===== src/rif_pkg.sv =====
package rif_pkg;

  // Field widths.
  localparam int ValueW    = 32;
  localparam int RadixW    = 5;
  localparam int AlphaW    = 64;
  localparam int CharW     = 8;
  localparam int AlphaSlot = 16;
  localparam int MaxDigits = 32;
  localparam int DigCntW   = 6;

  // Special characters.
  localparam logic [CharW-1:0] CharMinus = 8'h2D;
  localparam logic [CharW-1:0] CharPlus  = 8'h2B;

  // Configuration register indexes.
  localparam logic [1:0] CfgRadixLength = 2'd0;
  localparam logic [1:0] CfgAlphaLow    = 2'd1;
  localparam logic [1:0] CfgAlphaHigh   = 2'd2;

  // Configuration reset values.
  localparam logic [RadixW-1:0] RadixReset   = 5'd10;
  localparam logic [AlphaW-1:0] AlphaLoReset = 64'h3736_3534_3332_3130;
  localparam logic [AlphaW-1:0] AlphaHiReset = 64'h0000_0000_0000_3938;

  // Request to the shared divider.
  typedef struct packed {
    logic              start;
    logic [ValueW-1:0] dividend;
    logic [RadixW-1:0] divisor;
  } div_req_t;

  // Response from the shared divider.
  typedef struct packed {
    logic              done;
    logic [ValueW-1:0] quotient;
    logic [RadixW-1:0] remainder;
  } div_rsp_t;

endpackage


===== src/rif_alpha_check.sv =====
module rif_alpha_check #(
  parameter int MaxRadix = 16
) (
  input  logic [rif_pkg::RadixW-1:0]   len_i,
  input  logic [2*rif_pkg::AlphaW-1:0] alpha_i,
  output logic                         ok_o
);

  logic bad_char;
  logic dup_char;

  // Scan the used characters for forbidden bytes and pairwise duplicates.
  always_comb begin
    bad_char = 1'b0;
    dup_char = 1'b0;
    for (int i = 0; i < rif_pkg::AlphaSlot; i++) begin
      if (rif_pkg::RadixW'(i) < len_i) begin
        if (alpha_i[8*i +: 8] == 8'h00 || alpha_i[8*i +: 8] == rif_pkg::CharPlus ||
            alpha_i[8*i +: 8] == rif_pkg::CharMinus) begin
          bad_char = 1'b1;
        end
        for (int j = 0; j < i; j++) begin
          if (alpha_i[8*i +: 8] == alpha_i[8*j +: 8]) begin
            dup_char = 1'b1;
          end
        end
      end
    end
  end

  // The radix must lie between two and the largest supported radix.
  assign ok_o = (len_i >= rif_pkg::RadixW'(2)) && (len_i <= rif_pkg::RadixW'(MaxRadix)) &&
                !bad_char && !dup_char;

endmodule


===== src/rif_divider.sv =====
module rif_divider (
  input  logic              clk_i,
  input  logic              rst_ni,
  input  rif_pkg::div_req_t req_i,
  output rif_pkg::div_rsp_t rsp_o
);

  localparam int CntW = $clog2(rif_pkg::ValueW);

  logic                         busy_q, busy_d;
  logic                         done_q, done_d;
  logic [CntW-1:0]              cnt_q, cnt_d;
  logic [rif_pkg::ValueW-1:0]   quo_q, quo_d;
  logic [rif_pkg::RadixW-1:0]   rem_q, rem_d;
  logic [rif_pkg::RadixW-1:0]   div_q, div_d;
  logic [rif_pkg::RadixW-1:0]   shifted;
  logic                         fits;

  // One restoring division step: bring in the next dividend bit and try to subtract.
  assign shifted = {rem_q[rif_pkg::RadixW-2:0], quo_q[rif_pkg::ValueW-1]};
  assign fits    = shifted >= div_q;

  always_comb begin
    busy_d = busy_q;
    done_d = 1'b0;
    cnt_d  = cnt_q;
    quo_d  = quo_q;
    rem_d  = rem_q;
    div_d  = div_q;
    if (req_i.start) begin
      busy_d = 1'b1;
      cnt_d  = '0;
      quo_d  = req_i.dividend;
      rem_d  = '0;
      div_d  = req_i.divisor;
    end else if (busy_q) begin
      quo_d = {quo_q[rif_pkg::ValueW-2:0], fits};
      rem_d = fits ? (shifted - div_q) : shifted;
      cnt_d = cnt_q + CntW'(1);
      if (cnt_q == CntW'(rif_pkg::ValueW - 1)) begin
        busy_d = 1'b0;
        done_d = 1'b1;
      end
    end
  end

  // Control state.
  always_ff @(posedge clk_i or negedge rst_ni) begin
    if (!rst_ni) begin
      busy_q <= 1'b0;
      done_q <= 1'b0;
      cnt_q  <= '0;
    end else begin
      busy_q <= busy_d;
      done_q <= done_d;
      cnt_q  <= cnt_d;
    end
  end

  // Datapath registers.
  always_ff @(posedge clk_i) begin
    quo_q <= quo_d;
    rem_q <= rem_d;
    div_q <= div_d;
  end

  assign rsp_o.done      = done_q;
  assign rsp_o.quotient  = quo_q;
  assign rsp_o.remainder = rem_q;

`ifndef SYNTH
  // A finished division leaves a remainder below the divisor.
  assert property (@(posedge clk_i) disable iff (!rst_ni) done_q |-> (rem_q < div_q))
    else $error("divider remainder not below divisor");
  // A new division is never launched over a running one.
  assert property (@(posedge clk_i) disable iff (!rst_ni) req_i.start |-> !busy_q)
    else $error("divider started while busy");
  // The last step is followed by the done pulse.
  assert property (@(posedge clk_i) disable iff (!rst_ni)
      (busy_q && !req_i.start && cnt_q == CntW'(rif_pkg::ValueW - 1)) |=> done_q)
    else $error("divider missed its done pulse");
`endif

endmodule


===== src/radix_integer_formatter.sv =====
// Channel  | Direction | Handshake            | Payload
// config   | in        | cfg_we_i             | cfg_index_i, cfg_data_i
// value    | in        | start && !busy       | value_i
// result   | out       | out_valid_o          | character_o, last_o
//
// Each digit takes one division in the shared bit-serial divider, so busy stays high
// longer the more digits a value has, and longer still with a minus sign
// (longest for the most negative value in radix 2).
// The result stream of one item is one character per cycle and cannot be stalled.
// An invalid alphabet accepts the value and produces no characters.
// Reset restores radix 10 with the alphabet of decimal digits.
module radix_integer_formatter #(
  parameter int MAX_RADIX = 16
) (
  input  logic                          clk_i,
  input  logic                          rst_ni,
  input  logic                          start,
  input  logic signed [rif_pkg::ValueW-1:0] value_i,
  output logic                          busy,
  input  logic                          cfg_we_i,
  input  logic [1:0]                    cfg_index_i,
  input  logic [rif_pkg::AlphaW-1:0]    cfg_data_i,
  output logic                          out_valid_o,
  output logic [rif_pkg::CharW-1:0]     character_o,
  output logic                          last_o
);

  localparam int DigitW = (MAX_RADIX > 2) ? $clog2(MAX_RADIX) : 1;
  localparam int PtrW   = $clog2(rif_pkg::MaxDigits);

  typedef enum logic [2:0] {
    StIdle = 3'b001,
    StDiv  = 3'b010,
    StEmit = 3'b100
  } state_e;

  state_e                          state_q, state_d;
  logic [rif_pkg::RadixW-1:0]      radix_len_q;
  logic [rif_pkg::AlphaW-1:0]      alpha_lo_q, alpha_hi_q;
  logic [2*rif_pkg::AlphaW-1:0]    alpha;
  logic                            alpha_ok;
  logic                            neg_q, neg_d;
  logic                            sign_pend_q, sign_pend_d;
  logic [rif_pkg::DigCntW-1:0]     nd_q, nd_d;
  logic [PtrW-1:0]                 ptr_q, ptr_d;
  logic [DigitW-1:0]               digits_q [rif_pkg::MaxDigits];
  logic                            dig_we;
  logic [DigitW-1:0]               cur_digit;
  logic [rif_pkg::ValueW-1:0]      raw, mag_in;
  logic                            out_valid_q, out_valid_d;
  logic [rif_pkg::CharW-1:0]       char_q, char_d;
  logic                            last_q, last_d;
  rif_pkg::div_req_t               div_req;
  rif_pkg::div_rsp_t               div_rsp;

  // Configuration registers.
  always_ff @(posedge clk_i or negedge rst_ni) begin
    if (!rst_ni) begin
      radix_len_q <= rif_pkg::RadixReset;
      alpha_lo_q  <= rif_pkg::AlphaLoReset;
      alpha_hi_q  <= rif_pkg::AlphaHiReset;
    end else if (cfg_we_i) begin
      unique case (cfg_index_i)
        rif_pkg::CfgRadixLength: radix_len_q <= cfg_data_i[rif_pkg::RadixW-1:0];
        rif_pkg::CfgAlphaLow:    alpha_lo_q  <= cfg_data_i;
        rif_pkg::CfgAlphaHigh:   alpha_hi_q  <= cfg_data_i;
        default: ;
      endcase
    end
  end

  assign alpha = {alpha_hi_q, alpha_lo_q};

  rif_alpha_check #(
    .MaxRadix(MAX_RADIX)
  ) u_check (
    .len_i  (radix_len_q),
    .alpha_i(alpha),
    .ok_o   (alpha_ok)
  );

  rif_divider u_div (
    .clk_i (clk_i),
    .rst_ni(rst_ni),
    .req_i (div_req),
    .rsp_o (div_rsp)
  );

  // Magnitude of the input; the most negative value maps to 2^31 unchanged.
  assign raw       = value_i;
  assign mag_in    = raw[rif_pkg::ValueW-1] ? (~raw + rif_pkg::ValueW'(1)) : raw;
  assign cur_digit = digits_q[ptr_q];

  // Sequencer: divide repeatedly for the digits, then emit sign and digits.
  always_comb begin
    state_d          = state_q;
    neg_d            = neg_q;
    sign_pend_d      = sign_pend_q;
    nd_d             = nd_q;
    ptr_d            = ptr_q;
    dig_we           = 1'b0;
    out_valid_d      = 1'b0;
    char_d           = char_q;
    last_d           = last_q;
    div_req.start    = 1'b0;
    div_req.dividend = div_rsp.quotient;
    div_req.divisor  = radix_len_q;
    unique case (state_q)
      StIdle: begin
        if (start && alpha_ok) begin
          neg_d            = raw[rif_pkg::ValueW-1];
          nd_d             = '0;
          div_req.start    = 1'b1;
          div_req.dividend = mag_in;
          state_d          = StDiv;
        end
      end
      StDiv: begin
        if (div_rsp.done) begin
          dig_we = 1'b1;
          nd_d   = nd_q + rif_pkg::DigCntW'(1);
          if (div_rsp.quotient == '0 ||
              nd_q == rif_pkg::DigCntW'(rif_pkg::MaxDigits - 1)) begin
            ptr_d       = nd_q[PtrW-1:0];
            sign_pend_d = neg_q;
            state_d     = StEmit;
          end else begin
            div_req.start = 1'b1;
          end
        end
      end
      StEmit: begin
        out_valid_d = 1'b1;
        if (sign_pend_q) begin
          char_d      = rif_pkg::CharMinus;
          last_d      = 1'b0;
          sign_pend_d = 1'b0;
        end else begin
          char_d = alpha[8*int'(cur_digit) +: 8];
          last_d = (ptr_q == '0);
          if (ptr_q == '0) begin
            state_d = StIdle;
          end else begin
            ptr_d = ptr_q - PtrW'(1);
          end
        end
      end
      default: state_d = StIdle;
    endcase
  end

  // Control state.
  always_ff @(posedge clk_i or negedge rst_ni) begin
    if (!rst_ni) begin
      state_q     <= StIdle;
      neg_q       <= 1'b0;
      sign_pend_q <= 1'b0;
      nd_q        <= '0;
      ptr_q       <= '0;
      out_valid_q <= 1'b0;
    end else begin
      state_q     <= state_d;
      neg_q       <= neg_d;
      sign_pend_q <= sign_pend_d;
      nd_q        <= nd_d;
      ptr_q       <= ptr_d;
      out_valid_q <= out_valid_d;
    end
  end

  // Digit buffer and output payload.
  always_ff @(posedge clk_i) begin
    if (dig_we) begin
      digits_q[nd_q[PtrW-1:0]] <= div_rsp.remainder[DigitW-1:0];
    end
    char_q <= char_d;
    last_q <= last_d;
  end

  assign busy        = (state_q != StIdle);
  assign out_valid_o = out_valid_q;
  assign character_o = char_q;
  assign last_o      = last_q;

`ifndef SYNTH
  // An invalid alphabet never makes the block busy.
  assert property (@(posedge clk_i) disable iff (!rst_ni)
      (start && !busy && !alpha_ok) |=> !busy)
    else $error("busy after a value with an invalid alphabet");
  // The closing character is always a digit, never the sign.
  assert property (@(posedge clk_i) disable iff (!rst_ni)
      (out_valid_o && last_o) |-> (character_o != rif_pkg::CharMinus))
    else $error("sign emitted as the last character");
  // The digit count never exceeds the buffer.
  assert property (@(posedge clk_i) disable iff (!rst_ni)
      nd_q <= rif_pkg::DigCntW'(rif_pkg::MaxDigits))
    else $error("digit count overflow");
`endif

endmodule

===== config.mk =====
export PLATFORM = sky130hd
export DESIGN_NAME = radix_integer_formatter
export DESIGN_NICKNAME = d
export VERILOG_FILES = /design/src/rif_pkg.sv /design/src/rif_alpha_check.sv /design/src/rif_divider.sv /design/src/radix_integer_formatter.sv
export SDC_FILE = /design/constraint.sdc
export NUM_CORES = 1
export LEC_CHECK = 0
export BUFFER_PORTS_ARGS = -buffer_cell sky130_fd_sc_hd__buf_2
export CORE_MARGIN = 1
export CORE_UTILIZATION = 52
export DETAILED_ROUTE_END_ITERATION = 8
export GPL_TIMING_DRIVEN = 0
export PLACE_DENSITY = 0.69
export RECOVER_POWER = 25
export SETUP_SLACK_MARGIN = 0.15
export SLEW_MARGIN = 20
export SYNTH_ARGS = -nofsm -noshare
export SYNTH_HDL_FRONTEND = slang
export SYNTH_SLANG_ARGS = --single-unit

===== constraint.sdc =====
create_clock -name clk_i -period 5.8 [get_ports clk_i]
set_input_delay 0.29 -clock clk_i [delete_from_list [all_inputs] [get_ports clk_i]]
set_output_delay 0.29 -clock clk_i [all_outputs]
set_load 0.005 [all_outputs]

Word-level counts from Yosys, hierarchy flattened
Memory sizes are Yosys's and may differ from the RTL's.
Index checks and enable logic that the tools add are counted.
Widths: inputs -> output; s select.
{"block": "word_totals", "ff_bits": 207, "word_cells": 488, "ram_bits": 128, "memories": 1}
{"block": "op_classes", "addsub": 5, "n_eq_ne": 168, "bitwise_logic": 1, "magnitude_cmp": 19, "mux": 206, "n_shift": 1, "n_reduce_logical": 70}
{"memory": "digits_q", "words": 32, "word_bits": 4, "read_ports": 1, "rd_clocked_by_memory_dff": 0, "write_ports": 1, "line_no": "radix_integer_formatter.sv:46", "source": "logic [DigitW-1:0] digits_q [rif_pkg::MaxDigits];"}
{"cell": "$eq 8x8->1", "n": 120}
{"cell": "$eq 8x6->1 const B", "n": 32}
{"cell": "$mux 1", "n": 182}
{"cell": "$logic_not 8->1", "n": 16}
{"cell": "$mux 32", "n": 4}
{"cell": "$shiftx 128x8->8", "n": 1}
{"cell": "$lt 4x5->1 const A", "n": 8}
{"cell": "$logic_or 1x1->1", "n": 33}
{"cell": "$mux 33", "n": 1}
{"cell": "$add 32x1->32 const B", "n": 1}
{"cell": "$logic_not 32->1", "n": 1}
{"cell": "$not 32->32", "n": 1}
{"cell": "$mux 5", "n": 6}
{"cell": "$lt 3x5->1 const A", "n": 4}
{"cell": "$mux 3", "n": 5}
{"cell": "$mux 6", "n": 2}
{"cell": "$pmux 6 s2", "n": 1}
{"cell": "$lt 1x5->1 const A", "n": 2}
{"cell": "$lt 2x5->1 const A", "n": 2}
{"cell": "$ne 2x2->1 const B", "n": 5}
{"cell": "$pmux 5 s2", "n": 1}
{"cell": "$reduce_and 5->1", "n": 2}
{"cell": "$pmux 3 s3", "n": 1}
{"cell": "$reduce_and 3->1", "n": 3}
{"cell": "other kinds (24)", "n": 36}

Longest topological paths before layout
{"block": "logic_depth", "depth_word": 143, "depth_mapped": 13, "mapped_depth_nobuf": 11}

By module
From an unflattened synthesis, not the netlist that was laid out.
{"block": "hier_totals", "cells_unflattened": 2967, "area_unflattened_um2": 29315.6}
{"module": "radix_integer_formatter", "cells_each": 1082, "area_per_inst_um2": 13850.8, "instances": 1}
{"module": "rif_alpha_check", "cells_each": 1732, "area_per_inst_um2": 13216.4, "instances": 1}
{"module": "rif_divider", "cells_each": 153, "area_per_inst_um2": 2248.4, "instances": 1}

Least setup slack after synthesis
OpenSTA, ideal clock, no wires.
{"block": "synth_timing", "path_kind": "reg-to-reg", "from": "reg alpha_hi_q[3] in the netlist's numbering", "to": "reg u_div.quo_q[0] in the netlist's numbering (enable)", "arrival_ns": 3.154, "slack_ns": 2.257, "t_required_ns": 5.411, "setup_time_ns": 0.389, "path_stages_with_launch": 11, "path_buffers": 1, "cell_sequence": "dfstp_2 > buf_2 > xnor2_1 > nand4_1 > nor2_1 > nor4_1 > nand3_1 > or4_1 > a221oi_2 > nand4_1 > nand2_1"}
{"block": "synth_between", "elab_chain_len": 108}
{"item": "start, declared", "line_no": "radix_integer_formatter.sv:39", "source": "logic [rif_pkg::AlphaW-1:0] alpha_lo_q, alpha_hi_q;"}
{"item": "start signal, assigned", "line_no": "radix_integer_formatter.sv:61", "source": "alpha_hi_q <= rif_pkg::AlphaHiReset;"}
{"item": "start signal, assigned", "line_no": "radix_integer_formatter.sv:66", "source": "rif_pkg::CfgAlphaHigh: alpha_hi_q <= cfg_data_i;"}
{"item": "$eq 8x8->1", "line_no": "rif_alpha_check.sv:23", "source": "if (alpha_i[8*i +: 8] == alpha_i[8*j +: 8]) begin"}
{"item": "$mux 1 (8 in a row)", "line_no": "rif_alpha_check.sv:23"}
{"item": "$mux 1", "line_no": "rif_alpha_check.sv:17", "source": "if (rif_pkg::RadixW'(i) < len_i) begin"}
{"item": "$mux 1 (9 in a row)", "line_no": "rif_alpha_check.sv:23"}
{"item": "$mux 1", "line_no": "rif_alpha_check.sv:17"}
{"item": "$mux 1 (10 in a row)", "line_no": "rif_alpha_check.sv:23"}
{"item": "$mux 1", "line_no": "rif_alpha_check.sv:17"}
{"item": "$mux 1 (11 in a row)", "line_no": "rif_alpha_check.sv:23"}
{"item": "(+58 left out)"}
{"item": "$mux 1", "line_no": "rif_alpha_check.sv:17"}
{"item": "$logic_not 1->1", "line_no": "rif_alpha_check.sv:33", "source": "!bad_char && !dup_char;"}
{"item": "$logic_and 1x1->1 *", "line_no": "rif_alpha_check.sv:33"}
{"item": "$logic_and 1x1->1 *", "line_no": "radix_integer_formatter.sv:110", "source": "if (start && alpha_ok) begin"}
{"item": "$mux 33", "line_no": "radix_integer_formatter.sv:110"}
{"item": "$pmux 1 s2", "line_no": "radix_integer_formatter.sv:108", "source": "unique case (state_q)"}
{"item": "$ne 2x1->1 (no line) or $reduce_bool 2->1 (tied branches)"}
{"item": "$reduce_and 3->1 (no line) *"}
{"item": "end signal, assigned", "line_no": "rif_divider.sv:62", "source": "quo_q <= quo_d;"}
{"item": "end, declared", "line_no": "rif_divider.sv:13", "source": "logic [rif_pkg::ValueW-1:0] quo_q, quo_d;"}
Mark *: on every way between the ends. The rest lies on a longest branch, timed or not. The select of a mux whose other input is x is not followed.
A chain may end at the register's enable or synchronous reset.

Worst setup path in the final report
{"block": "layout_timing", "from": "reg alpha_hi_q[3] in the netlist's numbering", "to": "reg u_div.quo_q[10] in the netlist's numbering (enable)"}
The elaborated chain is that of the path after synthesis.

==> impl_metrics.yaml <==
floorplanning:
  initial_core_util: 0.531
  die_area_sq_um: 55100
  die_w_um: 235
  ioPinCount: 113
  coreArea_sq_um: 53100
  die_y_um: 235
  num_rows: 84
cts:
  cts_buffers: 37
  clock-sinks: 335
  cts_root_buffer: "clkbuf_16"
  clk_pin_slew_ns: 0.06
  post_cts_resized: 0
  clock_latency_ns: 0.62
  cts_max_level: 2
  cts_tree: "done"
  cts_setup_buffers: 0
  cts_buffer_depth: 3
routing:
  postRouteAntennaNets: 0
  wire_per_inst_um: 34.6
  vias: 25000
  drt_iter0_drc: 2978
  drcViolationCount: 0
  via_per_inst: 6.69
  totalWireLength_um: 130000
  drt_pre_antenna_iters: 6
worst_setup_path:
  crit_arrival_ns: 5.58
  worst-r2r-setup-slack_ns: 0.42
  slowest_stage: "a2111oi_0"
  critPathRequiredTime_ns: 6.00
  worstPathMaxFanout: 32
  r2r.worst_path.cells: 10
  end_kind: "flop"
  timing.rr.start: "alpha_hi_q[3]"
  cpPeakStageDelay_ns: 1.06
  r2r_end: "u_div.quo_q[10]"
  crit_path_start_kind: "flop"
  criticalPathCategory: "reg -> reg"
  path_cells: "buf_2 -> buf_1 -> xnor2_1 -> nand4_1 -> nor2_1 -> a2111oi_0 -> a31oi_1 -> nor2_1 -> nand4_1 -> nand2_2"
  cp-endpoint: "u_div.quo_q[10]"
  crit_start: "alpha_hi_q[3]"
power:
  leakage_uw: 0.0120
  p_total_uw: 11400
  ir_drop_mv: 0.236
  powerDensity_nw_per_um2: 363
synth:
  synth-seq-cells: 335
  ys_top_cells_by_area: "edfxtp_1 (19%), xor2_1 (17%), xnor2_1 (15%)"
  yosysUniqueCellTypes: 69
  synthCells: 2804
  synth_edf_count: 174
  synth_commonest_cells: "xor2_1 (536), xnor2_1 (467), buf_2 (233)"
  synth_flop_cell: "edfxtp_1"
  syn_area_sq_um: 28200
  yosysMostFrequentCell: "xor2_1"
  synth_nets: 2921
  yosys.area.top_type: "edfxtp_1"
  synth_area_per_cell_sq_um: 10.0
  synthArstFlopShare: 0.469
  netlist.area_leader.share: 0.186
  ys_warn_count: 0
  yosysSeqAreaShare: 0.330
placed_design:
  hpwlAfterDp_um: 89100
  gp_congestion: 1.06
  port_buffers: 112
flow_run:
  max-cap-violations: 1
timing:
  period_needed_ns: 5.38
  maxSlewHeadroom: -2.26
  worst_slew_pin_slew_ns: 4.89
  rsz0062_at_grt: "no"
  fin_hold_ws_ns: 0.0270
  setup_viol: 0
  clock_skew_ns: 0.0487
  fmax_mhz: 186
  hold_violations: 0
  slew_viol_final: 79
  post-route-period-util: 0.927
global_route:
  track_usage: 0.462
  grt_pass1_wl_um: 181000
  grt_pass1_vias: 24600
  grt_max_degree: 80
  grt_overflow: 0
  antenna_found_initial: 5
layout:
  drive_gt1_frac: 0.215
  syn_to_final_growth_pct: 12.0
  fill_cells: 4544
  nets: 3137
status:
  violations: "capacitance limit, slew limit"
  outcome: "complete, but fails checks"
min_path:
  min_from: "cfg_data_i[0]"
  holdCritPathClass: "in -> reg"
## through the flow
step	utilization	std cells	setup WS [ns]	setup TNS [ns]	area, sq um
after detailed placement	0.558	3605	0.317	0	29600
after global placement	0.557	3604	-0.0118	-0.341	29600
after floorplan	-	2804	2.26	0	28200
after CTS	0.594	3736	0.302	0	31500
after global routing	0.594	3738	0.235	0	31500
final	0.594	3740	0.424	0	31500
## flip-flops by register name, indices dropped and copies added (netlist names), 3 cells and up
name and count:
alpha_lo_q 64, u_div.quo_q 32, u_div.div_q 5, u_div.rem_q 4
ptr_q 5, alpha_hi_q 64, digits_q 128, u_div.cnt_q 5
radix_len_q 5, character_o 8, nd_q 6, state_q 3
## critical path: cells and delay by family, from the launching register on
| family | cells | cell delay [ns] |
|---|---|---|
| and+or+nand+nor | 5 | 1.79 |
| AOI/OAI and AO/OA | 2 | 1.25 |
| buffers and inverters | 2 | 1.25 |
| xor gates and xnor gates | 1 | 0.16 |
| DFF | 1 | 0.51 |
## worst min-delay path by stage
stage,to,slack (ns),cells after the start
finish,radix_len_q[0],0.03,2
global route,radix_len_q[0],0.02,2
CTS,alpha_hi_q[0],0.003,2
detailed placement,alpha_hi_q[41],0.33,1
global placement,u_div.div_q[4],0.45,0
floorplan,alpha_hi_q[0],-0.006,0
## where the power goes
part / switching [uW] / total (uW) / internal, uW
clock network: 1100 / 2490 / 1390
registers: 223 / 3140 / 2920
logic: 3800 / 5810 / 2020
total: 5120 / 11400 / 6320
## metal layers
| metal | GRT usage | up-vias | routed length, um |
|---|---|---|---|
| met5 | 0 | - | 32 |
| met1 | 0.547 | 12300 | 46500 |
| met4 | 0.375 | 4 | 12100 |
| li1 | - | 10200 | - |
| met3 | 0.129 | 613 | 14600 |
| met2 | 0.702 | 1855 | 56300 |
## kinds of logic after synthesis
kind of cell / Yosys count / synth area share
adder cells (fa/ha/maj): 15 / 0.00693
multiplexers: 245 / 0.114
XOR/XNOR: 1003 / 0.312
AND/OR/NAND/NOR: 599 / 0.113
flip-flops: 335 / 0.330
buffers and inverters: 353 / 0.0657
AO/OA/AOI/OAI: 254 / 0.0591
## final cells by class
| cell class | count | area (sq um) | area share |
|---|---|---|---|
| Antenna cell | 4 | 10.0 | 0.000317 |
| Buffer | 327 | 1760 | 0.0557 |
| Clock buffer | 47 | 1000 | 0.0318 |
| Clock inverter | 20 | 263 | 0.00833 |
| Inverter | 26 | 97.6 | 0.00309 |
| Multi-Input combinational cell | 2116 | 17000 | 0.540 |
| Sequential cell | 335 | 9280 | 0.294 |
| Tap cell | 688 | 861 | 0.0273 |
| Timing Repair Buffer | 177 | 1230 | 0.0389 |
## repair_timing
item | in CTS | in global routing
hold buffers | 64 | 0
setup endpoints to repair | 0 | 0
hold endpoints to repair | 186 | 0
## layout by cell type, fill, tap and decap left out, types with 30 or more instances in the layout
cell / count
nor2_1: 93
o22ai_1: 45
edfxtp_1: 174
dfstp_2: 36
clkbuf_16: 38
dlygate4sd3_1: 64
mux2_2: 135
buf_2: 344
nand4_1: 126
nand2_1: 127
nor4_1: 148
mux2i_1: 66
a21oi_1: 47
clkbuf_1: 48
o21ai_0: 51
dfrtp_1: 119
buf_4: 30
xnor2_1: 467
xor2_1: 536
No activity file was read; power rests on OpenSTA's default activity.
